**src/rtl/brd_pkg.sv**
```systemverilog
// Shared types and constants for the Bayer replication demosaic.
`timescale 1ns / 1ps

package brd_pkg;

    // Line store geometry
    localparam int MAX_WIDTH = 4096;
    localparam int COL_W     = $clog2(MAX_WIDTH);
    localparam int IMG_W_W   = 13;
    localparam int IMG_H_W   = 16;

    // Word fields
    localparam int SAMPLE_W = 16;
    localparam int BYTE_W   = 8;
    localparam int ORDER_W  = 2;
    localparam int BITS_W   = 5;

    // Configuration port
    localparam int CFG_IDX_W  = 2;
    localparam int CFG_DATA_W = 16;
    localparam logic [CFG_IDX_W-1:0] REG_MOSAIC_ORDER = 2'd0;
    localparam logic [CFG_IDX_W-1:0] REG_SAMPLE_BITS  = 2'd1;
    localparam logic [CFG_IDX_W-1:0] REG_IMAGE_WIDTH  = 2'd2;
    localparam logic [CFG_IDX_W-1:0] REG_IMAGE_HEIGHT = 2'd3;

    localparam logic [BITS_W-1:0] BYTE_BITS = 5'd8;

    // Queue between front and back
    localparam int FIFO_DEPTH = 4;
    localparam int FIFO_AW    = $clog2(FIFO_DEPTH);

    // One classified sample on its way to the back end
    typedef struct packed {
        logic [SAMPLE_W-1:0] sample;
        logic [SAMPLE_W-1:0] above;
        logic                x_odd;
        logic                x_zero;
        logic                y_odd;
        logic                y_zero;
        logic                last;
    } t_item;

endpackage

```
**src/rtl/brd_fifo.sv**
```systemverilog
// Short word queue between the front and back ends.
`timescale 1ns / 1ps

module brd_fifo (
    input  logic           i_clk,
    input  logic           i_rst_n,
    input  logic           i_push,
    input  brd_pkg::t_item i_item,
    output logic           o_full,
    input  logic           i_pop,
    output logic           o_empty,
    output brd_pkg::t_item o_item
);

    brd_pkg::t_item                r_mem [brd_pkg::FIFO_DEPTH];
    logic [brd_pkg::FIFO_AW-1:0]   r_wr_ptr;
    logic [brd_pkg::FIFO_AW-1:0]   r_rd_ptr;
    logic [brd_pkg::FIFO_AW:0]     r_count;

    assign o_full  = (r_count == (brd_pkg::FIFO_AW+1)'(brd_pkg::FIFO_DEPTH));
    assign o_empty = (r_count == '0);
    assign o_item  = r_mem[r_rd_ptr];

    always_ff @(posedge i_clk) begin
        if (i_push) begin
            r_mem[r_wr_ptr] <= i_item;
        end
    end

    always_ff @(posedge i_clk) begin
        if (!i_rst_n) begin
            r_wr_ptr <= '0;
            r_rd_ptr <= '0;
            r_count  <= '0;
        end else begin
            if (i_push) begin
                r_wr_ptr <= r_wr_ptr + brd_pkg::FIFO_AW'(1);
            end
            if (i_pop) begin
                r_rd_ptr <= r_rd_ptr + brd_pkg::FIFO_AW'(1);
            end
            case ({i_push, i_pop})
                2'b10:   r_count <= r_count + (brd_pkg::FIFO_AW+1)'(1);
                2'b01:   r_count <= r_count - (brd_pkg::FIFO_AW+1)'(1);
                default: r_count <= r_count;
            endcase
        end
    end

endmodule

```
**config.mk**
```make
export PLATFORM = sky130hd
export DESIGN_NAME = brd_fifo
export DESIGN_NICKNAME = d
export VERILOG_FILES = /design/src/rtl/brd_pkg.sv /design/src/rtl/brd_fifo.sv
export SDC_FILE = /design/constraint.sdc
export NUM_CORES = 1
export LEC_CHECK = 0
export BUFFER_PORTS_ARGS = -buffer_cell sky130_fd_sc_hd__buf_2
export CAP_MARGIN = 20
export CORE_UTILIZATION = 51
export CTS_BUF_LIST = sky130_fd_sc_hd__clkbuf_16
export DETAILED_ROUTE_END_ITERATION = 7
export GPL_TIMING_DRIVEN = 0
export PLACE_DENSITY = 0.75
export SLEW_MARGIN = 20
export SYNTH_ARGS = -nofsm -noshare
export SYNTH_HDL_FRONTEND = slang
export SYNTH_SLANG_ARGS = --single-unit
```
**constraint.sdc**
```tcl
create_clock -name i_clk -period 1.8 [get_ports i_clk]
set_clock_uncertainty 0.05 [all_clocks]
set_input_delay 0.36 -clock i_clk [delete_from_list [all_inputs] [get_ports i_clk]]
set_output_delay 0.36 -clock i_clk [all_outputs]
set_load 0.01 [all_outputs]
```
* Word-level counts from Yosys, hierarchy flattened
Memory sizes are Yosys's and may differ from the RTL's. A register that Yosys moved wholly into a read port is not among the register bits. Cells that the tools add are included.
Storage, ports and cells: RAM bits 148, memory bits (read-only) 0, latch bits 0, register bits after elaboration 7, output and inout bits 39, memories kept 1
Cells by class: equal/unequal tests 3, shift-type cells 0, add/subtract/negate cells 4, reductions and logical operators 2, order comparisons 0, div/mod/pow operators 0, mux-type cells 5, multiply operators 0, bitwise gates (word level) 0
Memory list:
- r_mem | depth 4, width 37, read ports 1, clocked after Yosys merged registers in 1, wr ports 1, line brd_fifo.sv:15 | brd_pkg::t_item r_mem [brd_pkg::FIFO_DEPTH];
Operators with widths (number):
- one-hot mux 3 bit (2 select lines) | 1
- adder 2 x 1 -> 2 bit (second input constant) | 2
- two-way mux 2 bit | 2
- adder 3 x 1 -> 3 bit (second input constant) | 1
- equality test 3 bit (second input constant) | 1
- zero test 3 bit | 1
- subtractor 3 x 1 -> 3 bit (second input constant) | 1
- equality test 2 x 1 -> 1 bit (second input constant) | 1
- equality test 2 bit (second input constant) | 1
- two-way mux 1 bit | 2
- nonzero test 2 bit | 1

* Depth between registers and ports, before layout
depth in word-level cells 3, depth in mapped cells 7

* Worst setup path before layout
Ideal clock, no wire load.
path type reg2reg, start point reg r_wr_ptr[0] in the netlist's numbering, end point mem r_mem[2][0] in the netlist's numbering (enable), path buffers 0, cell stages (with the launch flop) 4, data arrival time 1.442 ns, period minus slack after synthesis 1.890 ns, setup time 0.398 ns, setup slack -0.090 ns, required time 1.352 ns, cell sequence dfxtp_1 inv_1 ha_1 and2_1
RTL lines:
- from (decl) | line brd_fifo.sv:16 | logic [brd_pkg::FIFO_AW-1:0] r_wr_ptr;
- from (signal assigned) | line brd_fifo.sv:37 | r_wr_ptr <= r_wr_ptr + brd_pkg::FIFO_AW'(1);
- to (decl) | line brd_fifo.sv:15
Straight into the memory's write port.

==> results.cfg <==
[outcome]
status = finished, violations left
failed_checks = setup timing

[worst_setup_path]
cp-start-kind = flop
cp.required_ns = 1.39
critical_path_class = flop to output pin
worstPathArrival_ns = 1.72
critPathMaxFanout = 10
cp-end-kind = output pin

[clocking]
cts_sinks = 157
clkTransAtPathRegs_ns = 0.06
clk_latency_ns = 0.42
htree_num_levels = 4
cts_tree = built
root_buffer = clkbuf_16
clock_path_buffers = 2
numCtsBuffers = 17

[final_layout]
layout_common_cells = edfxtp_1 (148), buf_2 (51), mux4_2 (37), buf_6 (28), clkbuf_16 (17)
drive_above_1_share = 0.452
diodes = 0
final_common_cell = edfxtp_1
area_delta_synth_final_pct = 24.0
instances_no_fill = 494
fin_nets = 389

[logic_synthesis]
synth_nets = 286
synth_cell_types = 22
synth_seq_cells = 157
netlist_area_sq_mm = 0.00585
synth_area_leader_cell = edfxtp_1
yosys.area.top_type_share = 0.760
syn_area_per_cell_sq_um = 24.5
synthCells = 239
synth-edff-count = 148
synth_ff_type = edfxtp_1
yosys_warnings = 0
synthArstFlopShare = 0
synthTopCellsByArea = edfxtp_1 (76%), mux4_2 (12%), mux4_1 (3.1%)
ys_seq_area_frac = 0.791

[grt]
grt_pass1_vias = 2770
antenna_found_initial = 0
track_usage = 0.178
grt_first_pass_wirelength_um = 14600
grt_start_max_net_pins = 38
grt-ovfl-total = 0

[power_and_ir_drop]
p_leak_nw = 2.52
ir_drop_uv = 573
power_density_mw_per_mm2 = 1220
total_power_mw = 8.81

[timing]
timing.final.ws_setup_ns = -0.333
min_period_over_period = 1.19
finalMaxSlewViolations = 0
worst_slew_pin_slew_ns = 0.584
rsz0062_at_grt = yes
fmax_ghz = 0.469
hold_violations = 0
finalCriticalPeriod_ns = 2.13
setup_viol = 37
maxSlewHeadroom = 0.610

[die]
die_area_sq_mm = 0.0119
boundaryPins = 80
rows = 38
core_sq_mm = 0.0110
start_util = 0.532
dieHeight_um = 109
die_x_um = 109

[route]
ant_nets = 0
totalWireLength_um = 9400
route.detailed.drc = 0
wl_per_cell_um = 19.0
avgViaCountPerCell = 5.26
vias = 2599
dr.pass1.iters = 4
drt_iter0_drc = 111

[placed_design]
hpwlAfterDp_um = 5410
io_buffers = 79
place_inst = 458
globalplace.congestion = 0.623
place_ws_ns = -0.133

[job]
cap_violations = 0

[worst_hold_path]
hold_path_class = primary input to flop
## path summary, 6_finish.rpt
path	start	to	slack (ns)	cells past startpoint
max	flop	o_item[14]	-0.33	4
min	i_item[30]	r_mem[1][30]$_DFFE_PP_	0.10	1
max reg2reg	r_count[0]$_SDFFE_PN0P_	r_count[2]$_SDFFE_PN0P_	0.16	5
min reg2reg	r_count[2]$_SDFFE_PN0P_	r_count[2]$_SDFFE_PN0P_	0.48	2
## layer usage
layer,up-vias,GRT usage,share of wire
met1,1313,0.217,0.42
met4,0,0.0782,0.012
li1,1203,-,-
met2,74,0.287,0.52
met3,9,0.0634,0.051
met5,-,0,0
## where the power goes
part	internal, mW	total, mW	leakage, nW	switching (mW)
combinational	0.520	0.956	0.793	0.436
sequential	4.19	4.24	1.43	0.0501
clock	2.29	3.62	0.298	1.33
## repair_timing
| item | CTS | global route |
|---|---|---|
| gates resized for setup | 24 | 23 |
| setup endpoints to repair | 185 | 37 |
| endpoints found under the hold margin | 0 | 0 |
| buffers inserted | 4 | 1 |
| hold buffers | 0 | 0 |
## worst max-delay path, cell delays in order (launching register included)
cell and delay (ns):
dfxtp_2 0.34, buf_12 0.14, buf_12 0.15, mux4_2 0.54
buf_6 0.14
## state kept, by name, summed over array words and instances (netlist names), named ones only
| register | flops |
|---|---|
| r_count | 3 |
| r_wr_ptr | 2 |
| r_rd_ptr | 2 |
| r_mem | 148 |
## cell families after synthesis
kind of cell             count (synthesis)  synth area share
flip-flops                             157             0.791
AND/OR/NAND/NOR                         16            0.0161
adder cells (fa/ha/maj)                  6            0.0141
multiplexers                            38             0.149
AO/OA/AOI/OAI                            3           0.00300
buffers and inverters                   14            0.0195
XOR/XNOR                                 5           0.00749
## Yosys cell counts (2+ instances only)
master,n
xor2_1,3
ha_1,5
dfxtp_1,9
and2_1,10
buf_12,3
inv_1,6
mux4_1,7
buf_2,3
edfxtp_1,148
xnor2_1,2
nand2_1,2
o21ai_0,2
mux4_2,30
## metrics by stage
stage / area [sq um] / util / TNS [ns] / hold WS (ns)
after floorplan: 5850 / - / 0 / 0.409
after global placement: 6420 / 0.585 / -7.52 / 0.443
after detailed placement: 6420 / 0.585 / -8.47 / 0.472
after CTS: 7150 / 0.651 / -12.58 / 0.0827
after global routing: 7250 / 0.660 / -13.20 / 0.0936
final: 7250 / 0.660 / -11.02 / 0.103
## layout make-up
| type | count | area (sq um) |
|---|---|---|
| plain buffers | 8 | 110 |
| inverters | 6 | 22.5 |
| clock buffers | 17 | 425 |
| flip-flops and latches | 157 | 4630 |
| multi-input cells | 68 | 1090 |
| well taps | 140 | 175 |
| clock inverters | 14 | 180 |
| repair buffers | 84 | 621 |
| fillers | 698 | 3730 |
(Power assumes the default switching activity.)
