`src/rtl/brd_pkg.sv`:
```
// Shared types and constants for the Bayer replication demosaic.
`timescale 1ns / 1ps

package brd_pkg;

    // Line store geometry
    localparam int MAX_WIDTH = 4096;
    localparam int COL_W     = $clog2(MAX_WIDTH);
    localparam int IMG_W_W   = 13;
    localparam int IMG_H_W   = 16;

    // Word fields
    localparam int SAMPLE_W = 16;
    localparam int BYTE_W   = 8;
    localparam int ORDER_W  = 2;
    localparam int BITS_W   = 5;

    // Configuration port
    localparam int CFG_IDX_W  = 2;
    localparam int CFG_DATA_W = 16;
    localparam logic [CFG_IDX_W-1:0] REG_MOSAIC_ORDER = 2'd0;
    localparam logic [CFG_IDX_W-1:0] REG_SAMPLE_BITS  = 2'd1;
    localparam logic [CFG_IDX_W-1:0] REG_IMAGE_WIDTH  = 2'd2;
    localparam logic [CFG_IDX_W-1:0] REG_IMAGE_HEIGHT = 2'd3;

    localparam logic [BITS_W-1:0] BYTE_BITS = 5'd8;

    // Queue between front and back
    localparam int FIFO_DEPTH = 4;
    localparam int FIFO_AW    = $clog2(FIFO_DEPTH);

    // One classified sample on its way to the back end
    typedef struct packed {
        logic [SAMPLE_W-1:0] sample;
        logic [SAMPLE_W-1:0] above;
        logic                x_odd;
        logic                x_zero;
        logic                y_odd;
        logic                y_zero;
        logic                last;
    } t_item;

endpackage

```
`src/rtl/brd_back.sv`:
```
// Back end: neighbor holds, channel replication, scaling and output register.
`timescale 1ns / 1ps

module brd_back (
    input  logic                          i_clk,
    input  logic                          i_rst_n,
    input  logic                          i_empty,
    input  brd_pkg::t_item                i_item,
    output logic                          o_pop,
    input  logic [brd_pkg::ORDER_W-1:0]   i_mosaic_order,
    input  logic [brd_pkg::BITS_W-1:0]    i_sample_bits,
    output logic                          o_valid,
    input  logic                          i_ready,
    output logic [brd_pkg::BYTE_W-1:0]    o_out_byte0,
    output logic [brd_pkg::BYTE_W-1:0]    o_out_byte1,
    output logic [brd_pkg::BYTE_W-1:0]    o_out_byte2,
    output logic                          o_frame_last
);

    logic [brd_pkg::SAMPLE_W-1:0] r_cur_even, r_cur_odd, r_abv_even, r_abv_odd;
    logic                         r_valid;
    logic [brd_pkg::BYTE_W-1:0]   r_b0, r_b1, r_b2;
    logic                         r_last;

    logic [brd_pkg::SAMPLE_W-1:0] cur_e, cur_o, abv_e, abv_o;
    logic [brd_pkg::SAMPLE_W-1:0] green, chan_a, chan_b, v0, v2;
    logic [brd_pkg::BITS_W-1:0]   shift;
    logic [brd_pkg::SAMPLE_W-1:0] s0, s1, s2;

    assign o_pop = !i_empty && (!r_valid || i_ready);

    always_comb begin
        if (i_item.x_odd) begin
            cur_o = i_item.sample;
            cur_e = r_cur_even;
            abv_o = i_item.above;
            abv_e = r_abv_even;
        end else begin
            cur_e = i_item.sample;
            cur_o = i_item.x_zero ? '0 : r_cur_odd;
            abv_e = i_item.above;
            abv_o = i_item.x_zero ? '0 : r_abv_odd;
        end
        // No row above on the first row
        if (i_item.y_zero) begin
            abv_e = '0;
            abv_o = '0;
        end

        if (!i_mosaic_order[1]) begin
            green  = i_item.y_odd ? cur_e : cur_o;
            chan_b = i_item.y_odd ? abv_e : cur_e;
            chan_a = i_item.y_odd ? cur_o : abv_o;
        end else begin
            green  = i_item.y_odd ? cur_o : cur_e;
            chan_b = i_item.y_odd ? cur_e : abv_e;
            chan_a = i_item.y_odd ? abv_o : cur_o;
        end

        v0 = i_mosaic_order[0] ? chan_b : chan_a;
        v2 = i_mosaic_order[0] ? chan_a : chan_b;

        shift = (i_sample_bits < brd_pkg::BYTE_BITS) ? '0
                                                      : (i_sample_bits - brd_pkg::BYTE_BITS);
        s0 = v0 >> shift;
        s1 = green >> shift;
        s2 = v2 >> shift;
    end

    always_ff @(posedge i_clk) begin
        if (!i_rst_n) begin
            r_cur_even <= '0;
            r_cur_odd  <= '0;
            r_abv_even <= '0;
            r_abv_odd  <= '0;
        end else if (o_pop) begin
            if (i_item.x_odd) begin
                r_cur_odd <= i_item.sample;
                r_abv_odd <= i_item.above;
            end else begin
                r_cur_even <= i_item.sample;
                r_abv_even <= i_item.above;
            end
        end
    end

    always_ff @(posedge i_clk) begin
        if (o_pop) begin
            r_b0   <= s0[brd_pkg::BYTE_W-1:0];
            r_b1   <= s1[brd_pkg::BYTE_W-1:0];
            r_b2   <= s2[brd_pkg::BYTE_W-1:0];
            r_last <= i_item.last;
        end
    end

    always_ff @(posedge i_clk) begin
        if (!i_rst_n) begin
            r_valid <= 1'b0;
        end else if (o_pop) begin
            r_valid <= 1'b1;
        end else if (i_ready) begin
            r_valid <= 1'b0;
        end
    end

    assign o_valid      = r_valid;
    assign o_out_byte0  = r_b0;
    assign o_out_byte1  = r_b1;
    assign o_out_byte2  = r_b2;
    assign o_frame_last = r_last;

endmodule

```
`config.mk`:
```
export PLATFORM = sky130hd
export DESIGN_NAME = brd_back
export DESIGN_NICKNAME = d
export VERILOG_FILES = /design/src/rtl/brd_pkg.sv /design/src/rtl/brd_back.sv
export SDC_FILE = /design/constraint.sdc
export NUM_CORES = 1
export LEC_CHECK = 0
export ABC_AREA = 1
export ABC_CLOCK_PERIOD_IN_PS = 3900
export BUFFER_PORTS_ARGS = -buffer_cell sky130_fd_sc_hd__buf_2
export CAP_MARGIN = 15
export CORE_UTILIZATION = 55
export CTS_CLUSTER_DIAMETER = 80
export DETAILED_ROUTE_END_ITERATION = 7
export PLACE_DENSITY = 0.76
export REMOVE_ABC_BUFFERS = 1
export SYNTH_ARGS = -nofsm -noshare
export SYNTH_HDL_FRONTEND = slang
export SYNTH_SLANG_ARGS = --single-unit
```
`constraint.sdc`:
```
create_clock -name i_clk -period 3.9 [get_ports i_clk]
set_clock_uncertainty 0.05 [all_clocks]
set_input_delay 0.78 -clock i_clk [delete_from_list [all_inputs] [get_ports i_clk]]
set_output_delay 0.78 -clock i_clk [all_outputs]
set_load 0.005 [all_outputs]
```
# Word level (Yosys, flattened, before mapping)
# Index checks and enable logic that the tools add are counted.
[op_classes] n_addsub=1 magnitude_cmp=1 n_shift=3 muxes=22 reduce_logical=6
[ops] operator="$mux 16" n=19
[ops] operator="$shr 16x5->8" n=3
[ops] operator="$lt 5x4->1 const B" n=1
[ops] operator="$mux 5" n=1
[ops] operator="$sub 5x4->5 const B" n=1
[ops] operator="$logic_not 1->1" n=2
[ops] operator="$mux 1" n=2
[ops] operator="$reduce_and 2->1" n=1
[ops] operator="$reduce_bool 2->1" n=1
[ops] operator="$logic_and 1x1->1" n=1
[ops] operator="$logic_or 1x1->1" n=1
[word_totals] reg_bits=90 inputBits=48 wordCells=42

# Logic depth before layout (Yosys ltp)
[logic_depth] ltp_word=7 mapped_depth=15

# Least setup slack after synthesis
# Ideal clock, no wire load.
[synth_path] path_type="input port to output port" startpoint="in i_ready" endpoint="out o_pop" arrival_ps=2241 slack_ps=829 stages=4 path_cell_list="inv_1 > a21oi_1 > clkbuf_1 > clkbuf_1"
[synth_between] elab_chain_cells=2
[synth_lines] element="start: declaration" line_no="brd_back.sv:13" source="input logic i_ready,"
[synth_lines] element="$logic_or 1x1->1" line_no="brd_back.sv:30" source="assign o_pop = !i_empty && (!r_valid || i_ready);"
[synth_lines] element="$logic_and 1x1->1" line_no="brd_back.sv:30"
[synth_lines] element="end: declaration" line_no="brd_back.sv:9" source="output logic o_pop,"
# No other way between the ends.

# Worst setup path after layout
[layout_path] startpoint="in i_sample_bits[4] (netlist name)" endpoint="reg r_b0, in the netlist o_out_byte0[7], data pin"
[layout_between] elab_chain_cells=3 word_cells_on_any_way=4
[layout_lines] element="start: declaration" line_no="brd_back.sv:11" source="input logic [brd_pkg::BITS_W-1:0] i_sample_bits,"
[layout_lines] element="$sub 5x4->5 / $lt 5x4->1 (equally long branches)" line_no="brd_back.sv:64, brd_back.sv:63"
[layout_lines] element="$mux 5 *" line_no="brd_back.sv:63" source="shift = (i_sample_bits < brd_pkg::BYTE_BITS) ? '0"
[layout_lines] element="$shr 16x5->8 *" line_no="brd_back.sv:65" source="s0 = v0 >> shift;"
[layout_lines] element="end signal: assignment" line_no="brd_back.sv:89" source="r_b0 <= s0[brd_pkg::BYTE_W-1:0];"
[layout_lines] element="end: declaration" line_no="brd_back.sv:22" source="logic [brd_pkg::BYTE_W-1:0] r_b0, r_b1, r_b2;"
# Every way passes the cells marked *; elsewhere a longest branch is shown, timed or not.
# A chain may end at the register's enable or synchronous reset.

==> impl_metrics.csv <==
group,metric,value,unit
global_route,globalRouteOverflowTotal,0,
detailed_routing,wire_per_inst,15.6,um
synth,syn_avg_cell_area,6.24,um2
synth,postSynthCellCount,1079,
floorplan,design.core.area,0.0120,mm2
worst_hold_path,worstHoldStart,"r_cur_even[15]",
timing,finalHoldViolations,0,
timing,timing.hold.ws,404,ps
timing,final_period_utilization,66.8,%
detailed_routing,number_of_drc_violations_after_detailed_routing_iteration_0,865,
pwr,report.power.total,2.69,mW
clock_network,cts.htree.levels,3,
synth,synth-seq-cells,90,
floorplan,die_x,113,um
global_route,met2_usage,47.4,%
detailed_routing,antenna_violating_nets_left,0,
timing,grt_setup_unrepaired,"no",
floorplan,start_util,56.3,%
finish,area_growth,7.82,%
clock_network,clk_root_buffer_cell,"sky130_fd_sc_hd__clkbuf_16",
clock_network,postCtsSetupRepairBufs,0,
place,place.detailed.instances,1230,
detailed_routing,vias,7400,
floorplan,placementRows,40,
place,port_buffer_count,74,
status,status,"finished, final reports clean",
global_route,global_route_usage_over_all_layers,31.7,%
synth,synth-warning-count,0,
clock_network,cts_buffer_depth,2,
floorplan,floorplan.die.height,113,um
finish,layout.cells.most_common,"sky130_fd_sc_hd__nand2_1",
clock_network,cts_tree,"yes",
synth,post_synth_instance_area,0.00673,mm2
pwr,leakage,3.23,nW
timing,maxSlewHeadroom,35.2,%
clock_network,clkSlewWorstSetupHoldPaths,70,ps
worst_hold_path,type_of_the_worst_min_delay_path,"register to register",
finish,layout-drive-gt1-share,13.8,%
clock_network,holdBufCountCts,0,
global_route,grt_first_pass_wirelength,32100,um
setup_path,worst_setup_path_startpoint,"i_sample_bits[4]",
timing,timing_worst_slew_pin_value,972,ps
finish,layout.nets,1142,
timing,post-route-min-period,2600,ps
detailed_routing,detailedRoute.firstPassIterationCount,6,
timing,fmaxAchievable,384,MHz
floorplan,design.die.area,0.0127,mm2
global_route,globalRoute.busiestLayer,"met2",
clock_network,cts_buffers,9,
global_route,via_count_of_the_first_global_routing_pass,6483,
timing,fin_setup_tns,0,ps
pwr,max-vdd-ir-drop,0.000375,V
place,hpwlAfterDp,13300,um
finish,finish.cell_count_without_fillers,1246,
finish,inserted_diodes,0,
run,number_of_max_cap_violations,0,
floorplan,io_pins,75,
setup_path,worst_endpoint_data_arrival_time,2690,ps
setup_path,path_max_fanout,16,
global_route,gr-usage-met1,45.4,%
timing,final-max-slew-violation-count,0,
global_route,grt_start_max_net_pins,71,
synth,synth_cell_types,37,
global_route,initial_antenna_violation_count,0,
setup_path,critical_path.endpoint_type,"register",
timing,setup_viol,0,
setup_path,rr_startpoint,"o_valid",
setup_path,worstSetupPathType,"input port to register",
global_route,met3_usage_in_global_routing,7.24,%
pwr,cellPowerDensity,370,mW/mm2
clock_network,clock_insertion_delay_worst_skew,360,ps
synth,seq_area_frac_synth,30.5,%
detailed_routing,vias_per_cell,5.94,
detailed_routing,finalWirelength,19500,um
finish,layout.cells.most_common_list,"341 x sky130_fd_sc_hd__nand2_1, 281 x sky130_fd_sc_hd__nand3_1, 74 x sky130_fd_sc_hd__a21oi_1, 74 x sky130_fd_sc_hd__buf_2, 65 x sky130_fd_sc_hd__dfxtp_1",
clock_network,clock_sink_count,90,
clock_network,cts_repair_resize_count,0,
detailed_routing,drc,0,
place,globalplace.congestion,0.954,
setup_path,cp-start-kind,"input port",
setup_path,cp.required,3990,ps
==> per-stage QoR <==
step / utilization (%) / cell area (um2) / setup WS (ps)
final: 60.7 / 7260 / 1300
after CTS: 60.7 / 7260 / 1340
after floorplan: - / 6260 / -3340
after global placement: 58.2 / 6960 / 1020
after detailed placement: 58.2 / 6960 / 972
after global routing: 60.7 / 7260 / 1160
==> metal layers <==
layer / part of all wire (%) / up-vias
li1: - / 3679
met1: 47 / 3371
met2: 43 / 322
met3: 8.5 / 28
met4: 2.0 / 0
met5: 0 / -
==> worst max-delay path, stage by stage <==
cell                      delay, ps
sky130_fd_sc_hd__buf_2          220
sky130_fd_sc_hd__inv_2          200
sky130_fd_sc_hd__nor2_4         300
sky130_fd_sc_hd__inv_2          190
sky130_fd_sc_hd__nor2_2         370
sky130_fd_sc_hd__inv_1          240
sky130_fd_sc_hd__o21ai_0        380
==> where the power goes <==
part / leakage [nW] / internal (mW) / total [mW] / switching (mW)
sequential: 0.782 / 1.03 / 1.06 / 0.0259
clock: 0.133 / 0.494 / 0.895 / 0.400
combinational: 2.31 / 0.233 / 0.730 / 0.497
total: 3.23 / 1.76 / 2.69 / 0.923
==> synthesized netlist by cell type (all sizes together) <==
| library cell | n | area, um2 |
|---|---|---|
| inv | 49 | 189 |
| buf | 50 | 342 |
| mux2i | 1 | 10.0 |
| dfxtp | 65 | 1300 |
| or2 | 9 | 56.3 |
| nand3 | 293 | 1530 |
| clkbuf | 34 | 128 |
| a221oi | 2 | 17.5 |
| and2 | 1 | 6.26 |
| nand4 | 2 | 12.5 |
| a31oi | 2 | 12.5 |
| xnor2 | 1 | 8.76 |
| o21ai | 86 | 468 |
| a21oi | 76 | 384 |
| a211oi | 6 | 45.0 |
| edfxtp | 25 | 751 |
| nand2 | 345 | 1310 |
| o211ai | 6 | 45.0 |
| a31o | 1 | 8.76 |
| nor2 | 25 | 111 |
==> area by class of cell <==
type | instances | area, um2
Fill cell | 1229 | 4700
Multi-Input combinational cell | 856 | 4060
Clock buffer | 9 | 225
Inverter | 49 | 189
Timing Repair Buffer | 88 | 475
Clock inverter | 7 | 70.1
Tap cell | 147 | 184
Sequential cell | 90 | 2050
==> registers in the layout (all words and copies together), names as in the netlist, 8 cells and up <==
signal,cells
r_cur_odd,16
o_out_byte0,8
r_abv_even,16
o_out_byte2,8
r_cur_even,16
r_abv_odd,16
o_out_byte1,8
==> cell families (layout without fill, tap and decap cells) <==
kind of cell	after synthesis	after routing	share of synthesized area [%]
xor+xnor	1	1	0.130
flops	90	90	30.5
mux	1	1	0.149
buf+inv	133	153	9.78
compound gates	179	179	14.6
simple gates	675	675	44.9
==> final timing paths <==
check,endpoint,slack [ps],cells after the start
max,o_out_byte0[7],1300,7
min,r_cur_even[15],400,2
max reg2reg,r_cur_even[8],2050,5
min reg2reg,r_cur_even[15],400,2
(Power assumes the default switching activity.)
